`src/design/sht_ram.sv`:
```
`default_nettype none
module sht_ram #(
  parameter int W = 8,
  parameter int D = 256
) (
  input  wire logic                 clk,
  input  wire logic                 we,
  input  wire logic [$clog2(D)-1:0] waddr,
  input  wire logic [W-1:0]         wdata,
  input  wire logic [$clog2(D)-1:0] raddr,
  output logic      [W-1:0]         rdata
);

  logic [W-1:0] mem [D];
  logic [W-1:0] rdata_r;

  always_ff @(posedge clk) begin
    if (we) begin
      mem[waddr] <= wdata;
    end
    rdata_r <= mem[raddr];
  end

  assign rdata = rdata_r;

endmodule
`default_nettype wire

```
`config.mk`:
```
export PLATFORM = sky130hd
export DESIGN_NAME = sht_ram
export DESIGN_NICKNAME = d
export VERILOG_FILES = /design/src/design/sht_ram.sv
export SDC_FILE = /design/constraint.sdc
export NUM_CORES = 2
export LEC_CHECK = 0
export BUFFER_PORTS_ARGS = -buffer_cell sky130_fd_sc_hd__buf_2
export CAP_MARGIN = 5
export CORE_AREA = 2 2 430 752
export CTS_CLUSTER_DIAMETER = 50
export DETAILED_ROUTE_END_ITERATION = 8
export DIE_AREA = 0 0 432 754
export PLACE_DENSITY = 0.37
export SLEW_MARGIN = 15
export SYNTH_ARGS = -nofsm -noshare
export SYNTH_HDL_FRONTEND = slang
export SYNTH_SLANG_ARGS = --single-unit
```
`constraint.sdc`:
```
create_clock -name clk -period 2.84 [get_ports clk]
set_clock_uncertainty 0.05 [all_clocks]
set_input_delay 0.142 -clock clk [delete_from_list [all_inputs] [get_ports clk]]
set_output_delay 0.142 -clock clk [all_outputs]
set_load 0.005 [all_outputs]
```
==> Word level (Yosys, flattened, before mapping) <==
Memories as Yosys holds them, arrays and structs flattened. A register that Yosys moved wholly into a read port is not among the register bits.
Index checks and enable logic that the tools add are counted.
{ "op_classes": {"n_mul": 0, "div_mod_pow": 0, "n_eq_ne": 0, "order_cmp": 0, "n_bitwise": 0, "mux": 2, "reduce_logical": 0, "add_sub_neg": 0, "shifts": 0} }
{ "op_table": {"columns": ["cell", "count"], "rows": [
  ["1-bit 2-to-1 mux", 2]
]} }
{ "word_totals": {"latchBits": 0, "elab_cells": 3, "romBits": 0, "ram_bits": 2048, "output_inout_bits": 8, "mem_count": 1, "regBits": 0} }
{ "memory_table": {"columns": ["name", "words", "word_bits", "read_ports", "rd_ports_with_merged_regs", "wr", "line_no", "text"], "rows": [
  ["mem", 256, 8, 1, 1, 1, "14", "logic [W-1:0] mem [D];"]
]} }

==> Longest topological paths before layout <==
{ "logic_depth": {"word_depth": 2, "depth_mapped": 11} }

==> Worst setup path before layout <==
No wires, ideal clock.
{ "synth_path": {"path_type": "in2reg", "startpoint": "input raddr[0]", "endpoint": "register rdata_r[2] (netlist: rdata[2]) (read register of mem)", "t_arrival_ps": 1949, "setup_slack_ps": 710, "setup_time_ps": 131, "cell_stages": 9, "t_required_ps": 2659, "cell_sequence": "buf_6 > buf_12 > buf_8 > buf_2 > mux4_2 > a22oi_1 > a21oi_1 > nor4_1 > nor4_2"} }
{ "synth_lines": {"columns": ["item", "line_no", "text"], "rows": [
  ["from (decl)", "10", "input wire logic [$clog2(D)-1:0] raddr,"],
  ["to (decl)", "15", "logic [W-1:0] rdata_r;"]
]} }

==> reports/qor.yml <==
outcome: "finished, final reports clean"
grt_max_degree: 97
wire_per_inst_microns: 29.4
r2r_end: "rdata[3]"
min_path_cells: 4
first_iter_violations: 2903
synthToLayoutAreaGrowth_pct: 20.6
p_comb_share_pct: 5.9
max_cap_violations: 0
cp-start-kind: "flop"
powerDensity_nw_per_um2: 666
synth_async_sr_flop_share_pct: 0
final_common_cell: "edfxtp_1"
cp_slowest_cell: "a211oi_2"
fmax_mhz: 376
dp.cells: 8310
grt_setup_unrepaired: "false"
drt_wl_total_mm: 256
min_to: "mem[59][1]"
root_buffer: "clkbuf_16"
clkPwrFrac_pct: 41.7
crit_arrival_ps: 3330
start_util_pct: 24.9
p_int_mw: 49.6
p_leak_nw: 30.1
cts_made_buffers: 200
end_kind: "flop"
slew_headroom_pct: 33.0
drc: 0
io_pins: 34
r2r_cells: 8
num_vias: 39300
avgSynthCellArea_sq_um: 21.3
hold_viol_final: 0
max_stage_delay_ps: 530
worstReg2RegStart: "mem[27][3]"
yosysTopAreaCell: "edfxtp_1"
die_w_microns: 432
clk_latency_ps: 890
min_from: "waddr[4]"
synth_ff_type: "edfxtp_1"
ys_seq_elements: 2056
synth.area.top_cells: "edfxtp_1, mux4_2, mux2i_1"
place.gp.congestion: 0.779
setup_viol: 0
met3_length_mm: 6.80
r2r_slack_ps: 180
netSwitchingFraction_pct: 22.3
peakVddDrop_mv: 0.450
power.switching_mw: 14.2
crit_type: "flop to flop"
yosysWarningCount: 0
nets: 4398
grt_overflow_total: 0
worst_hold_path_type: "primary input to flop"
core_sq_um: 320000
synth_top_area_share_pct: 77.3
antenna_found_initial: 16
synth_edf_count: 2048
grt_pass1_vias: 42600
path_max_fanout: 1
io_buffer_count: 33
cts_max_level: 4
dr.pass1.iters: 5
clkTransAtPathRegs_ps: 70
final_layout_size_suffix_gt1_share_pct: 31.5
synth_area_sq_um: 79600
grtUsageTotal_pct: 15.6
drt-met1-wl_mm: 94.1
layout_common_cells: "edfxtp_1, buf_4, mux4_2"
die_h_microns: 754
post-route-period-util_pct: 93.7
grt_pass1_wl_mm: 356
seq_area_frac_synth_pct: 77.5
ant_nets: 0
routed.top_layer: "met5"
stdcell_count: 8691
fin_total_pwr_mw: 63.8
viasPerCell: 4.52
row_count: 275
wl_met2_mm: 148
cpMostUsedCell: "buf_4"
postCtsSetupBuffers: 0
clock_sinks: 2056
dieArea_sq_um: 326000
worst_pin_slew_ps: 980
fillCellCount: 31000
cp.required_ps: 3510
drv_slew: 0
worstPathCellList: "mux4_2, a22o_1, a221oi_1, buf_4, o221ai_1, a211oi_2, buf_4, nor4_1"
cts_tree: "built"
hpwlAfterDp_mm: 177
p_seq_share_pct: 52.5
syn_inst: 3733
clockBufferDepth: 4
synth_cell_type_count: 55
syn_nets: 3759
finalCriticalPeriod_ps: 2660
-- flip-flops by register name, indices dropped and copies added (netlist names) --
register	flops
mem	2048
rdata	8
-- metrics by stage --
| step | worst slack (ps) | setup TNS (ps) | hold WS (ps) | utilization [%] | cell area [sq um] |
|---|---|---|---|---|---|
| after floorplan | 710 | 0 | 191 | - | 79600 |
| after global placement | -1110 | -4720 | 478 | 28.0 | 89400 |
| after detailed placement | -809 | -4040 | 484 | 28.0 | 89400 |
| after CTS | 156 | 0 | 9.45 | 30.0 | 95900 |
| after global routing | 128 | 0 | 76.9 | 30.0 | 95900 |
| final | 178 | 0 | 69.0 | 30.0 | 95900 |
-- Yosys cell counts, types with 13 or more instances --
master and count:
nor4_1 24, a211oi_1 16, buf_1 22, nor3_1 22
o221ai_1 46, clkbuf_1 111, mux2i_1 134, buf_8 13
nor2b_1 31, a221oi_1 13, buf_6 21, buf_2 31
nand3_1 34, o22ai_1 28, buf_4 27, a22oi_1 133
a21oi_1 96, nor2_1 282, nand2_1 33, mux4_2 454
edfxtp_1 2048
-- logic make-up after synthesis --
group | after synthesis | synth area share (%)
buffers and inverters | 235 | 1.83
and+or+nand+nor | 466 | 2.63
AOI/OAI and AO/OA | 385 | 3.42
muxes | 591 | 14.6
DFF | 2056 | 77.5
-- worst max-delay path by stage --
| stage | startpoint | cells past startpoint | end |
|---|---|---|---|
| after floorplan | raddr[0] | 9 | rdata[2] |
| after global placement | raddr[0] | 9 | rdata[5] |
| after detailed placement | raddr[4] | 10 | rdata[3] |
| after CTS | mem[141][4] | 6 | rdata[4] |
| after global routing | mem[141][0] | 7 | rdata[0] |
| final | mem[27][3] | 8 | rdata[3] |
-- area by class of cell --
class	count	area [sq um]	area share [%]
antenna	7	17.5	0.0183
timing repair buffer	670	6100	6.36
clock buffer	263	5370	5.60
tap	4155	5200	5.42
multi-input combinational	1442	16600	17.3
sequential	2056	61700	64.3
clock inverter	96	933	0.973
inverter	2	7.51	0.00783
-- worst max-delay path: cells and delay by family (launching register included) --
| family | cells | cell delay, ps |
|---|---|---|
| buf+inv | 2 | 410 |
| mux | 1 | 480 |
| flops | 1 | 370 |
| compound gates | 4 | 1150 |
| simple gates | 1 | 50 |
-- per-layer routing --
| metal | global-route usage, % | up-vias |
|---|---|---|
| met1 | 17.1 | 21400 |
| met3 | 1.65 | 296 |
| met2 | 31.2 | 598 |
| met4 | 3.96 | 8 |
| li1 | - | 17000 |
| met5 | 0 | - |
-- power groups by stage --
stage,Sequential [mW],Combinational [mW],Clock [mW]
floorplan,34.1,1.62,0
global placement,34.2,3.86,0
detailed placement,34.2,3.87,0
CTS,33.5,3.92,27.5
global route,33.5,3.98,28.4
finish,33.5,3.75,26.6
-- repair_timing --
item / CTS / global route
hold buffers: 15 / 0
endpoints found under the setup margin: 4 / 0
hold endpoints to repair: 1611 / 0
gates resized for setup: 5 / 0
No activity file was read; power rests on OpenSTA's default activity.
