$ cat config.mk
export PLATFORM = sky130hd
export DESIGN_NAME = sht_mod
export DESIGN_NICKNAME = d
export VERILOG_FILES = /design/src/design/sht_pkg.sv /design/src/design/sht_mod.sv
export SDC_FILE = /design/constraint.sdc
export NUM_CORES = 1
export LEC_CHECK = 0
export BUFFER_PORTS_ARGS = -buffer_cell sky130_fd_sc_hd__buf_2
export CAP_MARGIN = 20
export CORE_UTILIZATION = 40
export DETAILED_ROUTE_END_ITERATION = 8
export SYNTH_ARGS = -nofsm -noshare
export SYNTH_HDL_FRONTEND = slang
export SYNTH_SLANG_ARGS = --single-unit
$ cat constraint.sdc
create_clock -name clk -period 2.8 [get_ports clk]
set_input_delay 0.28 -clock clk [delete_from_list [all_inputs] [get_ports clk]]
set_output_delay 0.28 -clock clk [all_outputs]
set_load 0.05 [all_outputs]
$ cat src/design/sht_pkg.sv
`default_nettype none
package sht_pkg;

  localparam logic [63:0] HASH_START = 64'd5381;
  localparam logic [8:0]  CAP_RESET  = 9'd50;

  localparam logic [1:0] OP_LOOKUP = 2'd0;
  localparam logic [1:0] OP_INSERT = 2'd1;
  localparam logic [1:0] OP_CLEAR  = 2'd2;
  localparam logic [1:0] OP_UNUSED = 2'd3;

  localparam logic [2:0] ST_FOUND     = 3'd0;
  localparam logic [2:0] ST_INSERTED  = 3'd1;
  localparam logic [2:0] ST_NOT_FOUND = 3'd2;
  localparam logic [2:0] ST_FULL      = 3'd3;
  localparam logic [2:0] ST_TOO_LONG  = 3'd4;
  localparam logic [2:0] ST_CLEARED   = 3'd5;

  typedef enum logic [9:0] {
    S_CLR  = 10'b00_0000_0001,
    S_IDLE = 10'b00_0000_0010,
    S_DIV  = 10'b00_0000_0100,
    S_MRD  = 10'b00_0000_1000,
    S_MCHK = 10'b00_0001_0000,
    S_CRD  = 10'b00_0010_0000,
    S_CCHK = 10'b00_0100_0000,
    S_CPR  = 10'b00_1000_0000,
    S_CPW  = 10'b01_0000_0000,
    S_EMIT = 10'b10_0000_0000
  } sht_state_t;

  typedef struct packed {
    logic start;
    logic busy;
    logic done;
  } sht_mod_ctl_t;

endpackage
`default_nettype wire

$ cat src/design/sht_mod.sv
`default_nettype none
module sht_mod #(
  parameter int CW = 9
) (
  input  wire logic                  clk,
  input  wire logic                  rst_n,
  input  wire logic                  start,
  input  wire logic [63:0]           dividend,
  input  wire logic [CW-1:0]         divisor,
  output sht_pkg::sht_mod_ctl_t      ctl,
  output logic      [CW-1:0]         rem
);

  logic [63:0]   quot_r, quot_nxt;
  logic [CW-1:0] rem_r, rem_nxt;
  logic [CW-1:0] div_r;
  logic [5:0]    cnt_r, cnt_nxt;
  logic          busy_r, busy_nxt;
  logic          done_r, done_nxt;
  logic [CW:0]   trial;

  assign trial = {rem_r, quot_r[63]};

  always_comb begin
    quot_nxt = quot_r;
    rem_nxt  = rem_r;
    cnt_nxt  = cnt_r;
    busy_nxt = busy_r;
    done_nxt = 1'b0;
    if (start) begin
      quot_nxt = dividend;
      rem_nxt  = '0;
      cnt_nxt  = '0;
      busy_nxt = 1'b1;
    end else if (busy_r) begin
      quot_nxt = {quot_r[62:0], 1'b0};
      if (trial >= {1'b0, div_r}) begin
        rem_nxt = CW'(trial - {1'b0, div_r});
      end else begin
        rem_nxt = trial[CW-1:0];
      end
      cnt_nxt = cnt_r + 6'd1;
      if (cnt_r == 6'd63) begin
        busy_nxt = 1'b0;
        done_nxt = 1'b1;
      end
    end
  end

  always_ff @(posedge clk) begin
    if (!rst_n) begin
      busy_r <= 1'b0;
      done_r <= 1'b0;
      cnt_r  <= '0;
    end else begin
      busy_r <= busy_nxt;
      done_r <= done_nxt;
      cnt_r  <= cnt_nxt;
    end
    quot_r <= quot_nxt;
    rem_r  <= rem_nxt;
    if (start) begin
      div_r <= divisor;
    end
  end

  assign ctl.start = start;
  assign ctl.busy  = busy_r;
  assign ctl.done  = done_r;
  assign rem       = rem_r;

endmodule
`default_nettype wire

== After elaboration in Yosys (flattened, before gate mapping) ==
Index checks and enable logic that the tools add are counted.

* Word-level logic and storage cells: 22
* Register bits after elaboration: 90
* Input bits: 76

* Muxes and demuxes: 7
* Order comparisons: 1
* Reductions and logical operators: 3
* Bitwise operators: 2
* Equal/unequal tests: 1
* Add/sub/neg operators: 2

{| class="wikitable"
|+ Operator list
! cell !! count
|-
| 64-bit two-way mux || 2
|-
| 10-bit by 9-bit >= comparator with 1-bit output || 1
|-
| 9-bit two-way mux || 1
|-
| 9-bit subtractor || 1
|-
| 6-bit by 1-bit adder with 6-bit output, second input constant || 1
|-
| 6-bit == test, second input constant || 1
|-
| 1-bit two-way mux || 4
|-
| 3-bit OR reduction || 1
|-
| 1-bit inverter || 2
|-
| 2-bit nonzero test || 1
|-
| 2-bit OR reduction || 1
|}

== Logic depth before layout (Yosys ltp) ==
Gate-level depths: netlist of the first run.

* Depth after elaboration: 4
* Gate-level depth with buffers: 9
* Gate-level depth less buffers: 9

== Worst setup path before layout of the first run ==
OpenSTA, ideal clock, no wires.

* Path type: register to register
* Start point: reg rem_r[6], in the netlist rem[6]
* End point: reg rem_r[8], in the netlist rem[8]
* Stages on the path, launching flop included: 7
* Arrival time: 2,305 ps
* Period minus slack after synthesis: 2,393 ps
* Path slack: 407 ps
* Path through: dfxtp_1 -> ha_1 -> nand4b_4 -> or3_4 -> o211a_2 -> or3_1 -> a311oi_2

* Longest elaborated chain between the ends: 2
* Elaborated cells on any way between the ends: 3
* Classes of those cells: 1 x add/sub; 1 x order compare; 1 x mux

{| class="wikitable"
|+ RTL lines
! what !! RTL line !! RTL
|-
| start: declaration || sht_mod.sv:15 || <nowiki>logic [CW-1:0] rem_r, rem_nxt;</nowiki>
|-
| start signal: assignment || sht_mod.sv:61 || <nowiki>rem_r <= rem_nxt;</nowiki>
|-
| 9-bit subtractor or 10-bit by 9-bit >= comparator with 1-bit output (tied branches) || sht_mod.sv:38, sht_mod.sv:37 ||
|-
| 9-bit two-way mux (*) || sht_mod.sv:37 || <nowiki>if (trial >= {1'b0, div_r}) begin</nowiki>
|}

Mark *: on every way between the ends. The rest lies on a longest branch, timed or not.
A chain may end at the register's enable or synchronous reset.

== Final worst setup path of the first run ==
* Start point: reg quot_r[63]
* End point: reg rem_r[4], in the netlist rem[4]

* Longest elaborated chain between the ends: 2
* Elaborated cells on any way between the ends: 3
* Classes of those cells: 1 x add/sub; 1 x order compare; 1 x mux

{| class="wikitable"
|+ RTL lines
! what !! RTL line !! RTL
|-
| start: declaration || sht_mod.sv:14 || <nowiki>logic [63:0] quot_r, quot_nxt;</nowiki>
|-
| start signal: assignment || sht_mod.sv:60 || <nowiki>quot_r <= quot_nxt;</nowiki>
|-
| 9-bit subtractor or 10-bit by 9-bit >= comparator with 1-bit output (tied branches) || sht_mod.sv:38, sht_mod.sv:37 ||
|-
| 9-bit two-way mux (*) || sht_mod.sv:37 ||
|}

Marks and branches as above.

==> results of run 1 <==
-- metrics by stage --
step | cell area [sq um] | instances | util
after global routing | 5000 | 522 | 0.4887
final | 5000 | 522 | 0.4887
after global placement | 4776 | 506 | 0.4668
after CTS | 4995 | 522 | 0.4882
after floorplan | 4192 | 294 | -
after detailed placement | 4776 | 506 | 0.4668
-- where the power goes --
group | leakage (nW) | switching, mW | internal (mW) | total [mW]
clock | 0.111 | 0.523 | 0.443 | 0.966
sequential | 0.871 | 0.0480 | 1.59 | 1.64
combinational | 1.02 | 0.275 | 0.237 | 0.512
-- registers in the layout, summed over array words and instances (netlist names) --
signal  cells
div_r       9
busy_r      1
rem         9
done_r      1
cnt_r       6
quot_r     64
-- synth_stat cells (3+ instances only) --
cell type and count:
o211ai_1 3, edfxtp_1 73, nand2b_1 5, a311oi_1 3, mux2_2 64, nand3_1 3, buf_1 3, buf_4 3
mux2i_1 6, inv_1 11, clkbuf_1 8, a211oi_1 8, ha_1 10, dfxtp_1 17, a21oi_1 8, xor2_1 6
o21ai_0 3, nand2_1 9, nor2_1 20
-- timing repair --
item,4_1_cts,5_1_grt
resized for setup,0,1
endpoints found under the setup margin,0,1
hold endpoints to repair,0,0
-- how the worst max path moves through the flow --
| stage | endpoint | depth (start not counted) |
|---|---|---|
| after global placement | rem[6] | 9 |
| after floorplan | rem[8] | 6 |
| after CTS | rem[4] | 9 |
| after global routing | rem[4] | 9 |
| final | rem[4] | 9 |
| after detailed placement | rem[4] | 9 |
-- cells by family after synthesis --
kind of cell             Yosys count  synth area share
flip-flops                        90            0.6042
multiplexers                      70            0.1863
AND/OR/NAND/NOR                   53           0.06895
AO/OA/AOI/OAI                     35           0.06179
buffers and inverters             27           0.02746
adder cells (fa/ha/maj)           11           0.03463
XOR/XNOR                           8           0.01672
-- area by class of cell --
| class | instances | area, sq um |
|---|---|---|
| fillers | 943 | 5231 |
| flip-flops and latches | 90 | 2532 |
| multi-input cells | 177 | 1549 |
| repair buffers | 92 | 488.0 |
| well taps | 136 | 170.2 |
| clock buffers | 9 | 123.9 |
| clock inverters | 7 | 95.09 |
| inverters | 11 | 41.29 |
-- layer usage --
layer | vias up | global-route usage | routed length (microns)
met4 | 0 | 0.05918 | 83
met5 | - | 0 | 0
met1 | 1235 | 0.1846 | 3378
met2 | 75 | 0.2356 | 3586
met3 | 9 | 0.05388 | 512
li1 | 1280 | - | -
==> flow_metrics.tcl, run 1 <==
set metrics [dict create \
    p_per_area_mw_per_mm2 624.3 \
    synth_area_sq_mm 0.004192 \
    clockBufferDepth 2 \
    synthArstFlopShare 0 \
    die_height_microns 104.4 \
    critical-path-top-delay-family "compound AO/OA/AOI/OAI gates" \
    drt_first_pass_iters 5 \
    path_class "register to register" \
    slew_viol_final 0 \
    hold_path_depth 1 \
    hold_ws_ns 0.08982 \
    slowest_delay_ns 0.41 \
    crit_buf_inv 2 \
    yosysTopAreaCellShare 0.5230 \
    synth_edf_count 73 \
    cts_max_level 3 \
    end_kind "register" \
    pre_cts_ws_ns 0.2665 \
    r2r-start "quot_r[63]" \
    synthCells 294 \
    drt-initial-drc-count 94 \
    cpMostUsedCell "inv_1" \
    grt_pass1_vias 2738 \
    netlist-cell-type-count 43 \
    rsz0062_at_grt "no" \
    die_area_sq_mm 0.01089 \
    start_kind "register" \
    status "completed" \
    critPathMaxFanout 7 \
    cts_buffers 9 \
    post_cts_buffers 0 \
    yosysWarnings 0 \
    p_leak_nw 1.998 \
    nets 468 \
    period_needed_ns 2.461 \
    setup_viol 0 \
    clk_latency_ns 0.36 \
    slew_headroom 0.6504 \
    critPathArrivalTime_ns 2.74 \
    wl_per_cell_microns 14.48 \
    p_total_mw 3.121 \
    ant_nets 0 \
    finalClockSkew_ns 0.01038 \
    synth_area_leader_cell "edfxtp_1" \
    grt_usage 0.1489 \
    die_w_microns 104.4 \
    reg2reg_to "rem[4]" \
    finalHoldViolCount 0 \
    numPortBuffers 87 \
    fin_ws_ns 0.3392 \
    routed_via_density 4.979 \
    worstMarginPinSlew_ns 0.5213 \
    cts_tree "built" \
    worstPathRequired_ns 3.08 \
    clk_pin_slew_ns 0.10 \
    tns_ns 0 \
    layout_common_cells "buf_2 (86), edfxtp_1 (73), mux2_2 (64)" \
    seq_area_frac_synth 0.6042 \
    grt_overflow_total 0 \
    cp_slowest_cell "edfxtp_1" \
    start_util 0.4097 \
    hold_path_startpoint "divisor[4]" \
    hold_class "primary input to register" \
    rows 37 \
    ir_drop_mv 0.3651 \
    cts_sinks 90 \
    ctsRootBufferMaster "clkbuf_8" \
    antenna_found_initial 0 \
    holdPathEnd "div_r[4]" \
    yosys-top-cells-area "edfxtp_1 (52%), mux2_2 (17%), dfxtp_1 (8.1%)" \
    grt_max_degree 65 \
    layout-drive-gt1-share 0.4637 \
    syn_nets 381 \
    ys_ff_latch 90 \
    core_area_sq_mm 0.01023 \
    gp_congestion 0.7718 \
    path_cells "inv_1, ha_1, inv_1, fa_1, a211oi_2, o21a_1, o211ai_2, mux2i_1, a211oi_1" \
    cts_hold_buffers 0 \
    routed-via-count 2599 \
    synth_flop_cell "edfxtp_1" \
    route.detailed.drc 0 \
    boundaryPins 88 \
    reg2reg_depth 9 \
    routed_wl_microns 7560 \
    antenna-diode-count 0 \
    worst-r2r-setup-slack_ns 0.34 \
    crit_path_start "quot_r[63]" \
    finalCritPeriodShare 0.8788 \
    max_freq_mhz 406.4 \
    grt_pass1_wl_microns 12800 \
    dp_hpwl_microns 5020 \
    layout_commonest_cell "buf_2" \
    syn_area_per_cell_sq_um 14.26 \
    syn2layout_area_growth_pct 19.28 \
    maxCapViolations 0 \
]
No activity file was read; power rests on OpenSTA's default activity.
==> inputs of run 2 (changes only) <==
--- a/config.mk
+++ b/config.mk
@@ -7,8 +7,9 @@
 export LEC_CHECK = 0
 export BUFFER_PORTS_ARGS = -buffer_cell sky130_fd_sc_hd__buf_2
 export CAP_MARGIN = 20
-export CORE_UTILIZATION = 40
+export CORE_UTILIZATION = 54
 export DETAILED_ROUTE_END_ITERATION = 8
+export PLACE_DENSITY = 0.79
 export SYNTH_ARGS = -nofsm -noshare
 export SYNTH_HDL_FRONTEND = slang
 export SYNTH_SLANG_ARGS = --single-unit
==> flow_metrics.tcl, run 2 (synthesized netlist as in run 1, its figures left out) <==
set metrics [dict create \
    status "completed" \
    rows 31 \
    die_height_microns 90.10 \
    critPathMaxFanout 7 \
    maxCapViolations 0 \
    finalHoldViolCount 0 \
    worstPathRequired_ns 3.05 \
    layout-drive-gt1-share 0.4597 \
    route.detailed.drc 0 \
    final_util 0.6742 \
    grt_overflow_total 0 \
    p_total_mw 3.209 \
    ir_drop_mv 0.3806 \
    cp_slowest_cell "fa_1" \
    finalCritPeriodShare 0.8901 \
    rsz0062_at_grt "no" \
    power.switching_uw 780.2 \
    cpMostUsedCell "inv_1" \
    antenna-diode-count 0 \
    grt_max_degree 55 \
    finalClockSkew_ns 0.008783 \
    start_kind "register" \
    die_area_sq_mm 0.008118 \
    die_w_microns 90.10 \
    fillCellCount 559 \
    grt_pass1_vias 2693 \
    slew_viol_final 0 \
    layout_common_cells "buf_2 (86), edfxtp_1 (73), mux2_2 (64)" \
    internal-power_mw 2.429 \
    clockBufferDepth 2 \
    setup_viol 0 \
    cts_buffers 9 \
    routed-via-count 2608 \
    place_area_sq_mm 0.004722 \
    path_cells "inv_1, ha_1, inv_1, fa_1, a211oi_2, o21a_1, o211ai_2, mux2i_1, a211oi_1" \
    hold_class "primary input to register" \
    cts_max_level 3 \
    path_class "register to register" \
    cts_resized 0 \
    seqPwrFrac 0.511 \
    slew_headroom 0.5771 \
    post_cts_buffers 0 \
    gp_congestion 0.8355 \
    numPortBuffers 87 \
    cts_sinks 90 \
    clockPowerShare 0.326 \
    boundaryPins 88 \
    sw_frac_of_total 0.2431 \
    period_needed_ns 2.492 \
    slowest_delay_ns 0.42 \
    largest_reg_flops 64 \
    dp_hpwl_microns 5237 \
    cts_tree "built" \
    clk_pin_slew_ns 0.09 \
    routed_via_density 5.388 \
    p_per_area_mw_per_mm2 645.8 \
    tns_ns 0 \
    syn2layout_area_growth_pct 18.54 \
    critPathArrivalTime_ns 2.75 \
    grt_pass1_wl_microns 12500 \
    drt-initial-drc-count 108 \
    antenna_found_initial 0 \
    core_area_sq_mm 0.007370 \
    layout_commonest_cell "buf_2" \
    p_leak_nw 1.995 \
    nets 467 \
    hold_path_depth 1 \
    design_area_sq_mm 0.004969 \
    drt_first_pass_iters 4 \
    wl_per_cell_microns 15.64 \
    clk_latency_ns 0.34 \
    start_util 0.5688 \
    worstMarginPinSlew_ns 0.6343 \
    grt_usage 0.1939 \
    reg2reg_depth 9 \
    combPwrFrac 0.162 \
    hold_ws_ns 0.1098 \
    top_register "quot_r" \
    max_freq_mhz 401.2 \
    cts_hold_buffers 0 \
    ctsRootBufferMaster "clkbuf_8" \
    routed_wl_microns 7569 \
    end_kind "register" \
    ant_nets 0 \
]
## run 2: final timing paths
kind | startpoint | to | slack (ns)
hold / removal | divisor[2] | div_r[2] | 0.11
setup reg to reg | quot_r[63] | rem[3] | 0.31
setup / recovery | quot_r[63] | rem[3] | 0.31
hold reg to reg | cnt_r[5] | cnt_r[5] | 0.52
## run 2: metal layers
layer | global-route usage | routed length (microns)
met5 | 0 | 0
met4 | 0.08737 | 100
met3 | 0.04907 | 409
met2 | 0.3219 | 3748
met1 | 0.2385 | 3311
## run 2: metrics by stage
stage / cells / setup slack, ns
final: 484 / 0.3078
after global routing: 484 / 0.1092
after CTS: 484 / 0.2193
after detailed placement: 468 / 0.2668
after global placement: 468 / 0.3655
after floorplan: 294 / 0.4073
## run 2: critical path: cells and delay by family (launching register included)
family                   cells  cell delay, ns
flip-flops                   1            0.39
AO/OA/AOI/OAI                4            1.10
adder cells (fa/ha/maj)      2            0.60
buffers and inverters        2            0.13
multiplexers                 1            0.20
## run 2: layout make-up
cell class                 instances  area (sq um)  area share
sequential                        90          2532      0.5097
tap                               99         123.9     0.02493
multi-input combinational        177          1549      0.3118
timing repair buffer              91         480.5     0.09670
inverter                          11         41.29    0.008310
clock inverter                     6         113.9     0.02292
clock buffer                      10         127.6     0.02569
## run 2: power groups by stage
stage / Sequential [mW] / Combinational [mW] / Clock [mW]
2_1_floorplan: 1.70 / 0.335 / 0
3_3_place_gp: 1.67 / 0.495 / 0
3_5_place_dp: 1.67 / 0.516 / 0
4_1_cts: 1.64 / 0.520 / 1.07
5_1_grt: 1.66 / 0.564 / 1.12
6_report: 1.64 / 0.521 / 1.05
